File: config.mk
export PLATFORM = sky130hd
export DESIGN_NAME = flac_metadata_block_parser
export DESIGN_NICKNAME = d
export VERILOG_FILES = /design/src/design/fmbp_pkg.sv /design/src/design/fmbp_si_unpack.sv /design/src/design/flac_metadata_block_parser.sv
export SDC_FILE = /design/constraint.sdc
export NUM_CORES = 1
export LEC_CHECK = 0
export BUFFER_PORTS_ARGS = -buffer_cell sky130_fd_sc_hd__clkbuf_2
export CORE_UTILIZATION = 60
export DETAILED_ROUTE_END_ITERATION = 12
export PLACE_DENSITY = 0.91
export SETUP_SLACK_MARGIN = 0.02
export SLEW_MARGIN = 10
export SYNTH_ARGS = -nofsm -noshare
export SYNTH_HDL_FRONTEND = slang
export SYNTH_SLANG_ARGS = --single-unit
File: constraint.sdc
create_clock -name aclk -period 20.1 [get_ports aclk]
set_input_delay 4.02 -clock aclk [delete_from_list [all_inputs] [get_ports aclk]]
set_output_delay 4.02 -clock aclk [all_outputs]
set_load 0.01 [all_outputs]
File: src/design/fmbp_pkg.sv
// ----------------------------------------------------------------------------
// FLAC metadata block parser package
// Shared types and constants for the metadata walker and its STREAMINFO
// field unpacker.
// ----------------------------------------------------------------------------
package fmbp_pkg;

    // Byte position counter width: covers the 24-bit block length.
    localparam int POS_W = 24;

    // STREAMINFO body length and the number of leading body bytes kept.
    localparam logic [POS_W-1:0] SI_LEN = 24'd34;
    localparam int SI_STAGE_BYTES = 18;
    localparam int SI_IDX_W = $clog2(SI_STAGE_BYTES);
    localparam logic [POS_W-1:0] SI_STAGE_END = POS_W'(SI_STAGE_BYTES);

    // The four magic bytes "fLaC", entry 0 first.
    localparam logic [3:0][7:0] MAGIC_BYTES = {8'h43, 8'h61, 8'h4C, 8'h66};

    // Metadata block type codes.
    localparam logic [6:0] BT_STREAMINFO = 7'd0;
    localparam logic [6:0] BT_PADDING = 7'd1;
    localparam logic [6:0] BT_SEEKTABLE = 7'd3;
    localparam logic [6:0] BT_COMMENT = 7'd4;
    localparam logic [6:0] BT_CUESHEET = 7'd5;
    localparam logic [6:0] BT_PICTURE = 7'd6;

    // Padding statistics limits.
    localparam logic [15:0] PAD_COUNT_MAX = 16'hFFFF;
    localparam logic [39:0] PAD_SUM_MAX = 40'hFF_FFFF_FFFF;

    // Compression level estimate thresholds and codes.
    localparam logic [15:0] LEVEL_HIGH_MIN = 16'd4096;
    localparam logic [15:0] LEVEL_MID_MIN = 16'd2048;
    localparam logic [3:0] LEVEL_HIGH = 4'd8;
    localparam logic [3:0] LEVEL_MID = 4'd5;
    localparam logic [3:0] LEVEL_LOW = 4'd0;

    // Parser phases.
    typedef enum logic [2:0] {
        PH_MAGIC,
        PH_FIRST_HDR,
        PH_HDR,
        PH_BODY,
        PH_DONE
    } phase_t;

    // Result status codes.
    typedef enum logic [1:0] {
        STATUS_COMPLETE,
        STATUS_EARLY,
        STATUS_BAD_MAGIC,
        STATUS_NOT_STREAMINFO
    } status_t;

    // Leading STREAMINFO body bytes, byte 0 in entry 0.
    typedef logic [SI_STAGE_BYTES-1:0][7:0] si_stage_t;

    // Decoded STREAMINFO fields.
    typedef struct packed {
        logic [15:0] min_blk;
        logic [15:0] max_blk;
        logic [23:0] max_frame;
        logic [19:0] rate;
        logic [3:0]  chan;
        logic [5:0]  bits;
        logic [35:0] total;
    } si_fields_t;

    // Input transfer payload.
    typedef struct packed {
        logic [7:0] data_byte;
        logic       first_of_file;
        logic       end_of_file;
    } in_item_t;

    // Result transfer payload.
    typedef struct packed {
        status_t     status;
        logic [19:0] sample_rate_hz;
        logic [3:0]  channel_count;
        logic [5:0]  sample_bits;
        logic [35:0] sample_total;
        logic [15:0] min_block_samples;
        logic [15:0] max_block_samples;
        logic [23:0] max_frame_bytes;
        logic [3:0]  present_flags;
        logic [15:0] padding_blocks;
        logic [39:0] padding_bytes;
        logic [3:0]  level_estimate;
    } out_item_t;

endpackage

File: src/design/fmbp_si_unpack.sv
// ----------------------------------------------------------------------------
// STREAMINFO field unpacker
// Extracts block sizes, frame size, sample rate, channels, bit depth and
// total samples from the first eighteen bytes of a STREAMINFO body.
// ----------------------------------------------------------------------------
module fmbp_si_unpack (
    input  fmbp_pkg::si_stage_t  stage_bytes,
    output fmbp_pkg::si_fields_t fields
);
    import fmbp_pkg::*;

    // Fields sit at the standard bit positions, big-endian across bytes.
    always_comb begin
        fields.min_blk   = {stage_bytes[0], stage_bytes[1]};
        fields.max_blk   = {stage_bytes[2], stage_bytes[3]};
        fields.max_frame = {stage_bytes[7], stage_bytes[8], stage_bytes[9]};
        fields.rate      = {stage_bytes[10], stage_bytes[11], stage_bytes[12][7:4]};
        fields.chan      = {1'b0, stage_bytes[12][3:1]} + 4'd1;
        fields.bits      = {1'b0, stage_bytes[12][0], stage_bytes[13][7:4]} + 6'd1;
        fields.total     = {stage_bytes[13][3:0], stage_bytes[14], stage_bytes[15],
                            stage_bytes[16], stage_bytes[17]};
    end

endmodule

File: src/design/flac_metadata_block_parser.sv
// ----------------------------------------------------------------------------
// FLAC metadata block parser
// Walks the metadata blocks of a FLAC file one byte per transfer and
// reports STREAMINFO fields, block presence flags and padding statistics.
// ----------------------------------------------------------------------------
// Throughput: one byte per cycle while the output register can take a result,
// set by the per-byte update of the parse state registers.
// Latency: a result is presented in the cycle after the byte that causes it.
// A result still waiting in the output register stalls the input until taken.
// Reset (aresetn low, synchronous) returns the parser to the magic check
// and clears all statistics; a byte marked first_of_file does the same.
module flac_metadata_block_parser (
    input  logic                aclk,
    input  logic                aresetn,
    input  logic                s_valid,
    output logic                s_ready,
    input  fmbp_pkg::in_item_t  s_data,
    output logic                m_valid,
    input  logic                m_ready,
    output fmbp_pkg::out_item_t m_data
);
    import fmbp_pkg::*;

    // Parse state.
    phase_t             phase_reg, phase_next;
    logic [POS_W-1:0]   pos_reg, pos_next;
    logic [6:0]         type_reg, type_next;
    logic [23:0]        len_reg, len_next;
    logic               last_reg, last_next;
    si_stage_t          stage_reg;
    si_fields_t         si_reg, si_next;
    logic [3:0]         flags_reg, flags_next;
    logic [15:0]        pad_count_reg, pad_count_next;
    logic [39:0]        pad_sum_reg, pad_sum_next;

    // Output register.
    logic               m_valid_reg, m_valid_next;
    out_item_t          m_data_reg, m_data_next;

    // Per-byte view of the state, with a file restart applied.
    logic               accept;
    logic               restart;
    phase_t             cur_phase;
    logic [POS_W-1:0]   cur_pos;
    logic [6:0]         cur_type;
    logic [23:0]        cur_len;
    logic               cur_last;
    si_fields_t         cur_si;
    logic [3:0]         cur_flags;
    logic [15:0]        cur_pad_count;
    logic [39:0]        cur_pad_sum;

    // Decisions for this byte.
    logic               stage_we;
    logic               finish;
    logic               emit;
    status_t            status;
    logic               magic_end;
    logic               hdr_end;
    logic [40:0]        pad_sum_wide;
    si_fields_t         si_decoded;
    logic [3:0]         level;

    assign accept  = s_valid && s_ready;
    assign s_ready = !m_valid_reg || m_ready;
    assign restart = s_data.first_of_file;

    // Decode the staged STREAMINFO bytes.
    fmbp_si_unpack u_si_unpack (
        .stage_bytes (stage_reg),
        .fields      (si_decoded)
    );

    // State as seen by the incoming byte: a first byte starts from reset.
    always_comb begin
        cur_phase     = restart ? PH_MAGIC : phase_reg;
        cur_pos       = restart ? '0 : pos_reg;
        cur_type      = restart ? '0 : type_reg;
        cur_len       = restart ? '0 : len_reg;
        cur_last      = restart ? 1'b0 : last_reg;
        cur_si        = restart ? '0 : si_reg;
        cur_flags     = restart ? '0 : flags_reg;
        cur_pad_count = restart ? '0 : pad_count_reg;
        cur_pad_sum   = restart ? '0 : pad_sum_reg;
    end

    // Byte handling, block completion and result decision.
    always_comb begin
        pos_next       = cur_pos;
        type_next      = cur_type;
        len_next       = cur_len;
        last_next      = cur_last;
        si_next        = cur_si;
        flags_next     = cur_flags;
        pad_count_next = cur_pad_count;
        pad_sum_next   = cur_pad_sum;
        stage_we       = 1'b0;
        finish         = 1'b0;
        emit           = 1'b0;
        status         = STATUS_COMPLETE;
        magic_end      = 1'b0;
        hdr_end        = 1'b0;
        pad_sum_wide   = '0;

        case (cur_phase)
            PH_MAGIC: begin
                if (s_data.data_byte != MAGIC_BYTES[cur_pos[1:0]]) begin
                    emit   = 1'b1;
                    status = STATUS_BAD_MAGIC;
                end else if (cur_pos[1:0] == 2'd3) begin
                    pos_next  = '0;
                    magic_end = 1'b1;
                end else begin
                    pos_next = cur_pos + 1'b1;
                end
            end
            PH_FIRST_HDR, PH_HDR: begin
                if (cur_pos[1:0] == 2'd0) begin
                    if (cur_phase == PH_FIRST_HDR &&
                        s_data.data_byte[6:0] != BT_STREAMINFO) begin
                        emit   = 1'b1;
                        status = STATUS_NOT_STREAMINFO;
                    end else begin
                        last_next = s_data.data_byte[7];
                        type_next = s_data.data_byte[6:0];
                        len_next  = '0;
                        pos_next  = POS_W'(1);
                    end
                end else begin
                    len_next = {cur_len[15:0], s_data.data_byte};
                    if (cur_pos[1:0] == 2'd3) begin
                        pos_next = '0;
                        hdr_end  = 1'b1;
                        finish   = (len_next == '0);
                    end else begin
                        pos_next = cur_pos + 1'b1;
                    end
                end
            end
            PH_BODY: begin
                stage_we = (cur_type == BT_STREAMINFO) && (cur_len == SI_LEN) &&
                           (cur_pos < SI_STAGE_END);
                pos_next = cur_pos + 1'b1;
                finish   = (pos_next >= cur_len);
            end
            default: begin
            end
        endcase

        // A completed block takes effect here.
        if (finish) begin
            case (type_next)
                BT_STREAMINFO: begin
                    if (len_next == SI_LEN) begin
                        si_next = si_decoded;
                    end
                end
                BT_PADDING: begin
                    if (cur_pad_count != PAD_COUNT_MAX) begin
                        pad_count_next = cur_pad_count + 1'b1;
                    end
                    pad_sum_wide = {1'b0, cur_pad_sum} + {17'b0, len_next};
                    pad_sum_next = pad_sum_wide[40] ? PAD_SUM_MAX : pad_sum_wide[39:0];
                end
                BT_SEEKTABLE: flags_next = cur_flags | 4'b0001;
                BT_COMMENT:   flags_next = cur_flags | 4'b0010;
                BT_CUESHEET:  flags_next = cur_flags | 4'b0100;
                BT_PICTURE:   flags_next = cur_flags | 4'b1000;
                default: begin
                end
            endcase
            pos_next = '0;
            if (cur_last) begin
                emit   = 1'b1;
                status = STATUS_COMPLETE;
            end
        end

        // End of file before the metadata is complete.
        if (!emit && s_data.end_of_file && cur_phase != PH_DONE) begin
            emit   = 1'b1;
            status = STATUS_EARLY;
        end
    end

    // Next parser phase.
    always_comb begin
        phase_next = phase_reg;
        if (accept) begin
            if (emit) begin
                phase_next = PH_DONE;
            end else if (finish) begin
                phase_next = PH_HDR;
            end else begin
                case (cur_phase)
                    PH_MAGIC:     phase_next = magic_end ? PH_FIRST_HDR : PH_MAGIC;
                    PH_FIRST_HDR: phase_next = hdr_end ? PH_BODY : PH_FIRST_HDR;
                    PH_HDR:       phase_next = hdr_end ? PH_BODY : PH_HDR;
                    default:      phase_next = cur_phase;
                endcase
            end
        end
    end

    // Compression level estimate from the maximum block size.
    always_comb begin
        if (si_next.max_blk >= LEVEL_HIGH_MIN) begin
            level = LEVEL_HIGH;
        end else if (si_next.max_blk >= LEVEL_MID_MIN) begin
            level = LEVEL_MID;
        end else begin
            level = LEVEL_LOW;
        end
    end

    // Result assembly and output register control.
    always_comb begin
        m_data_next.status            = status;
        m_data_next.sample_rate_hz    = si_next.rate;
        m_data_next.channel_count     = si_next.chan;
        m_data_next.sample_bits       = si_next.bits;
        m_data_next.sample_total      = si_next.total;
        m_data_next.min_block_samples = si_next.min_blk;
        m_data_next.max_block_samples = si_next.max_blk;
        m_data_next.max_frame_bytes   = si_next.max_frame;
        m_data_next.present_flags     = flags_next;
        m_data_next.padding_blocks    = pad_count_next;
        m_data_next.padding_bytes     = pad_sum_next;
        m_data_next.level_estimate    = level;

        if (accept && emit) begin
            m_valid_next = 1'b1;
        end else if (m_ready) begin
            m_valid_next = 1'b0;
        end else begin
            m_valid_next = m_valid_reg;
        end
    end

    // Control and statistics registers.
    always_ff @(posedge aclk) begin
        if (!aresetn) begin
            phase_reg     <= PH_MAGIC;
            pos_reg       <= '0;
            type_reg      <= '0;
            len_reg       <= '0;
            last_reg      <= 1'b0;
            si_reg        <= '0;
            flags_reg     <= '0;
            pad_count_reg <= '0;
            pad_sum_reg   <= '0;
            m_valid_reg   <= 1'b0;
        end else begin
            phase_reg   <= phase_next;
            m_valid_reg <= m_valid_next;
            if (accept) begin
                pos_reg       <= pos_next;
                type_reg      <= type_next;
                len_reg       <= len_next;
                last_reg      <= last_next;
                si_reg        <= si_next;
                flags_reg     <= flags_next;
                pad_count_reg <= pad_count_next;
                pad_sum_reg   <= pad_sum_next;
            end
        end
    end

    // Payload registers: staged STREAMINFO bytes and the result.
    always_ff @(posedge aclk) begin
        if (accept && stage_we) begin
            stage_reg[cur_pos[SI_IDX_W-1:0]] <= s_data.data_byte;
        end
        if (accept && emit) begin
            m_data_reg <= m_data_next;
        end
    end

    assign m_valid = m_valid_reg;
    assign m_data  = m_data_reg;

    // A new result only follows an accepted byte.
    assert property (@(posedge aclk) disable iff (!aresetn)
        (m_valid && !$past(m_valid)) |-> $past(s_valid && s_ready))
        else $error("result appeared without an accepted byte");

    // Once finished, only a new file can produce another result.
    assert property (@(posedge aclk) disable iff (!aresetn)
        (accept && phase_reg == PH_DONE && !s_data.first_of_file) |-> !emit)
        else $error("result emitted after the file was finished");

    // The level estimate is one of its three codes.
    assert property (@(posedge aclk) disable iff (!aresetn)
        m_valid |-> (m_data.level_estimate == LEVEL_HIGH ||
                     m_data.level_estimate == LEVEL_MID ||
                     m_data.level_estimate == LEVEL_LOW))
        else $error("level estimate out of range");

    // Channel count and bit depth come from the same decoded STREAMINFO.
    assert property (@(posedge aclk) disable iff (!aresetn)
        m_valid |-> ((m_data.channel_count == 4'd0) == (m_data.sample_bits == 6'd0)))
        else $error("channel count and bit depth disagree on STREAMINFO presence");

endmodule
---- After elaboration in Yosys (flattened, before gate mapping) ----
Cells that the tools add are included.
Widths: inputs -> output; s select.
operators by class
  add/subtract/negate cells ............... 5
  $mul .................................... 0
  divide/modulo/power cells ............... 0
  order comparisons ....................... 7
  eq/ne operators ......................... 14
  shift operators ......................... 0
  muxes and demuxes ....................... 71
  bitwise gates (word level) .............. 0
  reduce and logical (&&, ||, !) cells .... 20
operators by type and width
  cell                   number
  $mux 122               4
  $mux 24                10
  $mux 40                4
  $bwmux 144             1
  $pmux 24 s3            1
  $mux 16                4
  $eq 24x6->1 const B    2
  $add 40x24->41         1
  $demux 8 s5            1
  $mux 7                 4
  $add 24x1->24 const B  1
  $ge 24x24->1           1
  $logic_not 24->1       1
  $lt 24x5->1 const B    1
  $mux 1                 22
  $eq 7x3->1 const B     3
  $add 16x1->16 const B  1
  $bmux 8 s2             1
  $ge 16x12->1 const B   1
  $ge 16x13->1 const B   1
  $mux 8                 2
  $ne 16x16->1 const B   1
  $pmux 4 s4             1
  $logic_not 7->1        2
  26 further kinds       46
storage, ports and cells
  flip-flop bits (word level) ............. 574
  latch bits .............................. 0
  RAM bits ................................ 0
  bits in read-only memories .............. 0
  input bits .............................. 14
  output and inout port bits .............. 190
  word-level logic and storage cells ...... 163
  memories ................................ 0

---- Logic depth before layout (Yosys ltp) ----
Gate-level depths: netlist (run 1).
  word-level depth ........................ 14
  mapped depth ............................ 27
  mapped depth without buffers ............ 20

---- Hierarchy ----
A second synthesis (run 1) with hierarchy kept.
second synthesis, totals
  cell total of the unflattened synthesis .. 2889
  area total of the unflattened synthesis .. 27779.1 µm²
modules (own cells, without submodules)
  module                      instances  cells an instance  area an instance (µm²)  seq. area each (µm²)
  flac_metadata_block_parser  1          2763               26842.0                 14754.2
  fmbp_si_unpack              1          126                937.1                   0.0

---- Worst setup path before layout (run 1) ----
Ideal clock, no wire load.
  kind .................................... input port to flip-flop
  from .................................... input port s_data[1] (netlist bit)
  to ...................................... register m_data_reg, in the netlist m_data[100] (enable)
  library setup time ...................... 736 ps
  arrival ................................. 16059 ps
  required time ........................... 19364 ps
  path slack .............................. 3305 ps
  stages on the path ...................... 21
  buffers on the path ..................... 9
  path through ............................ clkbuf_1 > clkbuf_1 > clkbuf_1 > buf_1 > clkbuf_1 > clkbuf_1 > clkbuf_1 > buf_1 > nor2_1 > ha_1 > inv_1 > ha_1 > a21o_1 > a31oi_1 > o21a_1 > o41ai_1 > a21o_1 > buf_2 > and3_1 > nor3_1 > nor2_1
on the way
  cells in the longest elaborated chain, start to end .. 13
  elaborated cells between the ends (all ways) .. 33
  those cells by class .................... add/sub: 1; order compare: 1; eq/ne: 6; mux: 16; reduce/logical: 9
ends and longest elaborated chain
  what                                                                    RTL line                           text
  from (decl)                                                             flac_metadata_block_parser.sv:17   input fmbp_pkg::in_item_t s_data,
  parallel branches: the longest is 11 deep, another holds $add 24x1->24  -
  $mux 1 (*)                                                              flac_metadata_block_parser.sv:180  if (!emit && s_data.end_of_file && cur_phase != PH_DONE) begin
  $logic_and 1x1->1 (*)                                                   flac_metadata_block_parser.sv:274  if (accept && emit) begin
  to (signal assigned)                                                    flac_metadata_block_parser.sv:275  m_data_reg <= m_data_next;
  to (decl)                                                               flac_metadata_block_parser.sv:38   out_item_t m_data_reg, m_data_next;
Mark *: on every way between the ends. The select of a mux whose other input is x is not followed.
A chain may end at the register's enable or synchronous reset.

---- Final worst setup path (run 1) ----
  from .................................... input port s_data[1] (netlist bit)
  to ...................................... register m_data_reg, in the netlist m_data[87] (enable)
Same word-level chain as after synthesis.

==> results of run 1 <==
==> where the power goes <==
group	switching, uW	total (uW)	internal [uW]
Clock	461	1090	633
Combinational	88.3	116	28.1
Sequential	11.5	1220	1210
==> worst min path at each step <==
stage               cells past startpoint       startpoint  slack, ns              end
floorplan                               1  pad_sum_reg[10]       0.42  pad_sum_reg[10]
global placement                        2  pad_sum_reg[18]       0.43  pad_sum_reg[18]
detailed placement                      1  pad_sum_reg[12]       0.44  pad_sum_reg[12]
CTS                                     1  pad_sum_reg[20]       0.46  pad_sum_reg[20]
global route                            1  pad_sum_reg[22]       0.47  pad_sum_reg[22]
finish                                  1  pad_sum_reg[20]       0.46  pad_sum_reg[20]
==> per-layer routing <==
metal | GRT usage [%] | vias up | part of all wire (%)
met5 | 0 | - | 0
met4 | 14.2 | 0 | 4.0
met3 | 5.50 | 214 | 9.2
met2 | 55.7 | 1261 | 48
met1 | 43.3 | 9824 | 39
li1 | - | 9098 | -
==> cells in the mapped netlist, types with 23 or more instances <==
library cell | n | share of area [%]
a21o_1 | 23 | 0.70
a21oi_1 | 110 | 2.2
a22o_1 | 119 | 4.2
and3_1 | 30 | 0.76
clkbuf_1 | 117 | 1.8
dfxtp_1 | 242 | 20
edfxtp_1 | 306 | 37
ha_1 | 55 | 2.8
nand2_1 | 445 | 6.7
nand3_1 | 51 | 1.0
nor2_1 | 176 | 2.7
nor2b_1 | 48 | 1.2
nor3_1 | 45 | 0.91
o21ai_0 | 208 | 4.2
xnor2_1 | 43 | 1.5
xor2_1 | 24 | 0.85
==> stage by stage <==
step	util [%]	cell area, um2
after floorplan	-	24800
after global placement	63.6	26000
after detailed placement	63.6	26000
after CTS	68.3	27900
after global routing	68.3	27900
final	68.3	27900
==> area by class of cell <==
class,instances,area [um2]
inverter,23,88.8
multi-input combinational,1705,10000
timing repair buffer,223,1170
tap,532,666
sequential,548,14000
clock inverter,45,559
fill,2889,12900
clock buffer,57,1370
==> cells by family (layout without fill, tap and decap cells) <==
group           Yosys count  count (layout)
flops                   548             548
compound gates          639             639
other cells               1               1
buf+inv                 183             348
xor+xnor                 67              67
fa+ha+maj                56              56
simple gates            923             923
mux                      19              19
==> layout by cell type (no fill, tap or decap), drive strengths merged, types with 18 or more instances in the layout <==
cell	count
a21o	23
a21oi	110
a22o	119
a22oi	22
a31oi	22
and2	18
and3	30
buf	22
clkbuf	258
clkinv	21
dfxtp	242
edfxtp	306
ha	55
inv	30
nand2	445
nand3	51
nand4	21
nor2	176
nor2b	48
nor3	45
o21ai	213
o2bb2ai	21
or3	22
xnor2	43
xor2	24
==> out/qor.yml, run 1 <==
status:
  status: "complete, no violations"
setup_path:
  crit_buf_inv: 3
  cp_data_required_time_ns: 20.33
  r2r_end: "m_data[87]"
  cp.arrival_ns: 10.44
  worstPathMaxFanout: 84
  worst-setup-path-type: "input port to register"
  cp_slowest_cell: "buf_4"
  endpoint_kind: "register"
  cp_top_family: "simple AND/OR/NAND/NOR gates"
  path_cells: "buf_4, nand2b_1, inv_1, ha_1, and3b_1, and4_1, and3_1, and3_1, xnor2_1, nor2_1, ha_1, nand4_1, o41ai_1, a21o_1, and3_1, nor3_1, nor2_4, buf_4"
  r2r_setup_slack_ns: 13.20
  crit_start: "s_data[1]"
  reg2reg_from: "pos_reg[3]"
  crit_end: "m_data[87]"
  max_stage_delay_ns: 0.95
  start_kind: "input port"
  r2r_cells: 15
  crit_cells: 18
  cp_common_cell: "and3_1"
timing:
  finalWorstSetupSlack_ns: 9.89
  timing.setup.tns_ns: 0
  final_max_slew_viol_count: 0
  clock_skew_ns: 0.0227
  final_hold_viol_count: 0
  finalCritPeriodShare_pct: 50.8
  whs_ns: 0.456
  fmax_mhz: 98.0
  setup_viol: 0
  period_needed_ns: 10.21
  tightest_slew_ns: 1.25
  max-slew-margin-rel_pct: 16.7
  rsz0062_at_grt: "no"
power:
  ir_drop_v: 0.0000695
  leakage_uw: 0.0103
  p_per_area_mw_per_mm2: 87.1
  p_total_uw: 2430
clocking:
  clock_sinks: 548
  cts_tree: "done"
  numCtsBuffers: 54
  cts.clk_slew.worst_paths_ns: 0.06
  cts_max_path_buffers: 3
  cts_resized: 0
  h-tree-depth: 2
  clk_latency_ns: 0.63
  ctsHoldBuffers: 0
  cts.repair_timing.setup_buffer_count: 0
  ctsRootBufferMaster: "clkbuf_16"
cells_and_area:
  largest_reg_flops: 186
  area_delta_synth_final_pct: 12.6
  instances_no_fill: 3133
  diodes: 0
  nets: 2625
  drive_above_1_share_pct: 13.8
logic_synthesis:
  synth_xor_area_share_pct: 2.37
  synth_fa_ha_area_share_pct: 2.86
  synth_flop_cell: "edfxtp_1"
  yosysSeqAreaShare_pct: 56.6
  synth.yosys.warnings: 0
  syn_area_per_cell_um2: 10.2
  synth_mux_area_share_pct: 0.808
  synth_compound_area_share_pct: 17.1
  yosys.area_share.simple_pct: 17.0
  ys_ff_latch: 548
  postSynthCellCount: 2436
  synth_top_family_by_area: "compound AO/OA/AOI/OAI gates"
  async_flop_share_pct: 0
  synth-edff-count: 306
  synthDistinctLibCells: 87
  syn_nets: 2506
  synth_area_mm2: 0.0248
placement:
  place_ws_ns: 9.40
  hpwl_um: 44800
  dp.cells: 3031
  place.gp.congestion: 0.934
  portBuffers: 202
grt:
  track_usage_pct: 33.5
  antenna_found_initial: 0
  grt_max_degree: 118
  overflow: 0
  first_global_vias: 19300
  grt_pass1_wl_um: 109000
die:
  core_mm2: 0.0408
  dieWidth_um: 205
  ios: 204
  row_count: 74
  die_y_um: 205
  start_util_pct: 60.7
  dieArea_mm2: 0.0421
route:
  wire_per_inst_um: 22.6
  vias: 20400
  drtAntennaViolNets: 0
  drc_errors: 0
  wl_um: 71000
  drt-initial-drc-count: 2520
  first_pass_iters: 7
  via_per_inst: 6.51
worst_hold_path:
  min_path_type: "register to register"
job:
  maxCapViolations: 0
Note: power is estimated with default switching activity, not from simulation.
==> inputs of run 2 (changes only) <==
--- a/config.mk
+++ b/config.mk
@@ -6,9 +6,9 @@
 export NUM_CORES = 1
 export LEC_CHECK = 0
 export BUFFER_PORTS_ARGS = -buffer_cell sky130_fd_sc_hd__clkbuf_2
-export CORE_UTILIZATION = 60
+export CORE_UTILIZATION = 54
 export DETAILED_ROUTE_END_ITERATION = 12
-export PLACE_DENSITY = 0.91
+export PLACE_DENSITY = 0.87
 export SETUP_SLACK_MARGIN = 0.02
 export SLEW_MARGIN = 10
 export SYNTH_ARGS = -nofsm -noshare
==> constraint.sdc (replaced) <==
create_clock -name aclk -period 9.2 [get_ports aclk]
set_input_delay 1.84 -clock aclk [delete_from_list [all_inputs] [get_ports aclk]]
set_output_delay 1.84 -clock aclk [all_outputs]
set_load 0.01 [all_outputs]
==> out/qor.yml, run 2 (synthesis gave the netlist of run 1 again) <==
timing:
  max-slew-margin-rel_pct: 22.6
  period_needed_ns: 7.46
  rsz0062_at_grt: "no"
  clock_skew_ns: 0.0519
  fmax_mhz: 134
  tightest_slew_ns: 1.16
  timing.setup.tns_ns: 0
  finalCritPeriodShare_pct: 81.1
  setup_viol: 0
  finalWorstSetupSlack_ns: 1.74
  final_max_slew_viol_count: 0
  final_hold_viol_count: 0
placement:
  place_ws_ns: 1.35
  hpwl_um: 44300
  place.gp.congestion: 0.986
  dpl-instance-area_mm2: 0.0262
  portBuffers: 202
die:
  start_util_pct: 54.7
  die_y_um: 216
  dieArea_mm2: 0.0468
  core_mm2: 0.0453
  ios: 204
  row_count: 78
  dieWidth_um: 216
clocking:
  cts.clk_slew.worst_paths_ns: 0.06
  cts.repair_timing.setup_buffer_count: 0
  clock_sinks: 548
  numCtsBuffers: 54
  ctsHoldBuffers: 0
  cts_tree: "done"
  h-tree-depth: 2
  cts_resized: 0
  cts_max_path_buffers: 3
  clk_latency_ns: 0.64
  ctsRootBufferMaster: "clkbuf_16"
setup_path:
  r2r_setup_slack_ns: 2.82
  worst-setup-path-type: "input port to register"
  cp_data_required_time_ns: 9.66
  endpoint_kind: "register"
  cp.arrival_ns: 7.92
  crit_start: "s_data[1]"
  reg2reg_from: "pos_reg[3]"
  r2r_end: "m_data[66]"
  r2r_cells: 16
  start_kind: "input port"
  worstPathMaxFanout: 67
route:
  first_pass_iters: 10
  wire_per_inst_um: 22.4
  wl_um: 71800
  vias: 20300
  drtAntennaViolNets: 0
  drc_errors: 1
  drt-initial-drc-count: 2526
  via_per_inst: 6.31
grt:
  grt_max_degree: 187
  overflow: 0
  first_global_vias: 19100
  antenna_found_initial: 0
  grt_pass1_wl_um: 109000
  track_usage_pct: 29.8
status:
  violations: "DRC"
  status: "finished, violations left"
power:
  leakage_uw: 0.0103
  p_per_area_mw_per_mm2: 188
  p_total_uw: 5290
  ir_drop_v: 0.000171
worst_hold_path:
  whs_path_depth: 1
  holdPathEnd: "pad_sum_reg[4]"
  hold_start: "pad_sum_reg[4]"
  min_path_type: "register to register"
cells_and_area:
  final_area_mm2: 0.0281
  final_cell_mix: "444 x nand2_1, 306 x edfxtp_1, 242 x dfxtp_1, 208 x o21ai_0, 201 x clkbuf_2"
  nFillCells: 3463
  largest_reg_flops: 186
  area_delta_synth_final_pct: 13.2
  diodes: 0
  drive_above_1_share_pct: 13.8
  fin_util_pct: 62.0
  final_common_cell: "nand2_1"
  nets: 2634
job:
  maxCapViolations: 0
[run 2: worst max-delay path, cell delays in order]
cell and delay, ns:
buf_4 0.31, buf_4 0.37, nand2b_1 0.28, or2_2 0.34, or4b_1 0.65, nand3b_1 0.29, or3_1 0.38, a21oi_1 0.21
ha_1 0.20, nand4_1 0.12, nor4_1 0.51, a21oi_1 0.25, nor4_4 0.39, buf_4 0.67, buf_4 0.67, nand2_1 0.17
o21ai_0 0.15
[run 2: power by group]
group          total [uW]  leakage (uW)  internal, uW  switching [uW]
combinational         260       0.00452          64.2             196
sequential           2670       0.00491          2640            28.9
clock                2360      0.000916          1360             999
[run 2: cell type report]
| cell class | count | area, um2 | share of cell area, % |
|---|---|---|---|
| flip-flops and latches | 548 | 14000 | 50.0 |
| multi-input cells | 1705 | 10000 | 35.7 |
| clock buffers | 72 | 1500 | 5.35 |
| repair buffers | 232 | 1280 | 4.55 |
| well taps | 600 | 751 | 2.68 |
| clock inverters | 29 | 404 | 1.44 |
| inverters | 23 | 88.8 | 0.317 |
[run 2: worst max-delay path by stage]
stage / end / slack (ns) / cells past startpoint
2_1_floorplan: m_data[100] / 0.02 / 21
3_3_place_gp: m_data[3] / 1.48 / 16
3_5_place_dp: m_data[110] / 1.35 / 20
4_1_cts: m_data[70] / 1.94 / 20
5_1_grt: m_data[66] / 1.34 / 20
6_report: m_data[66] / 1.74 / 17
[run 2: routing by layer]
metal | routed length [um] | GRT usage (%)
met1 | 28200 | 38.7
met2 | 34800 | 50.4
met3 | 6390 | 5.11
met4 | 2290 | 10.3
met5 | 0 | 0
[run 2: metrics by stage]
step | cells | hold slack, ns
floorplan | 2436 | 0.425
global placement | 3108 | 0.437
detailed placement | 3108 | 0.440
CTS | 3209 | 0.459
global route | 3209 | 0.467
finish | 3209 | 0.457
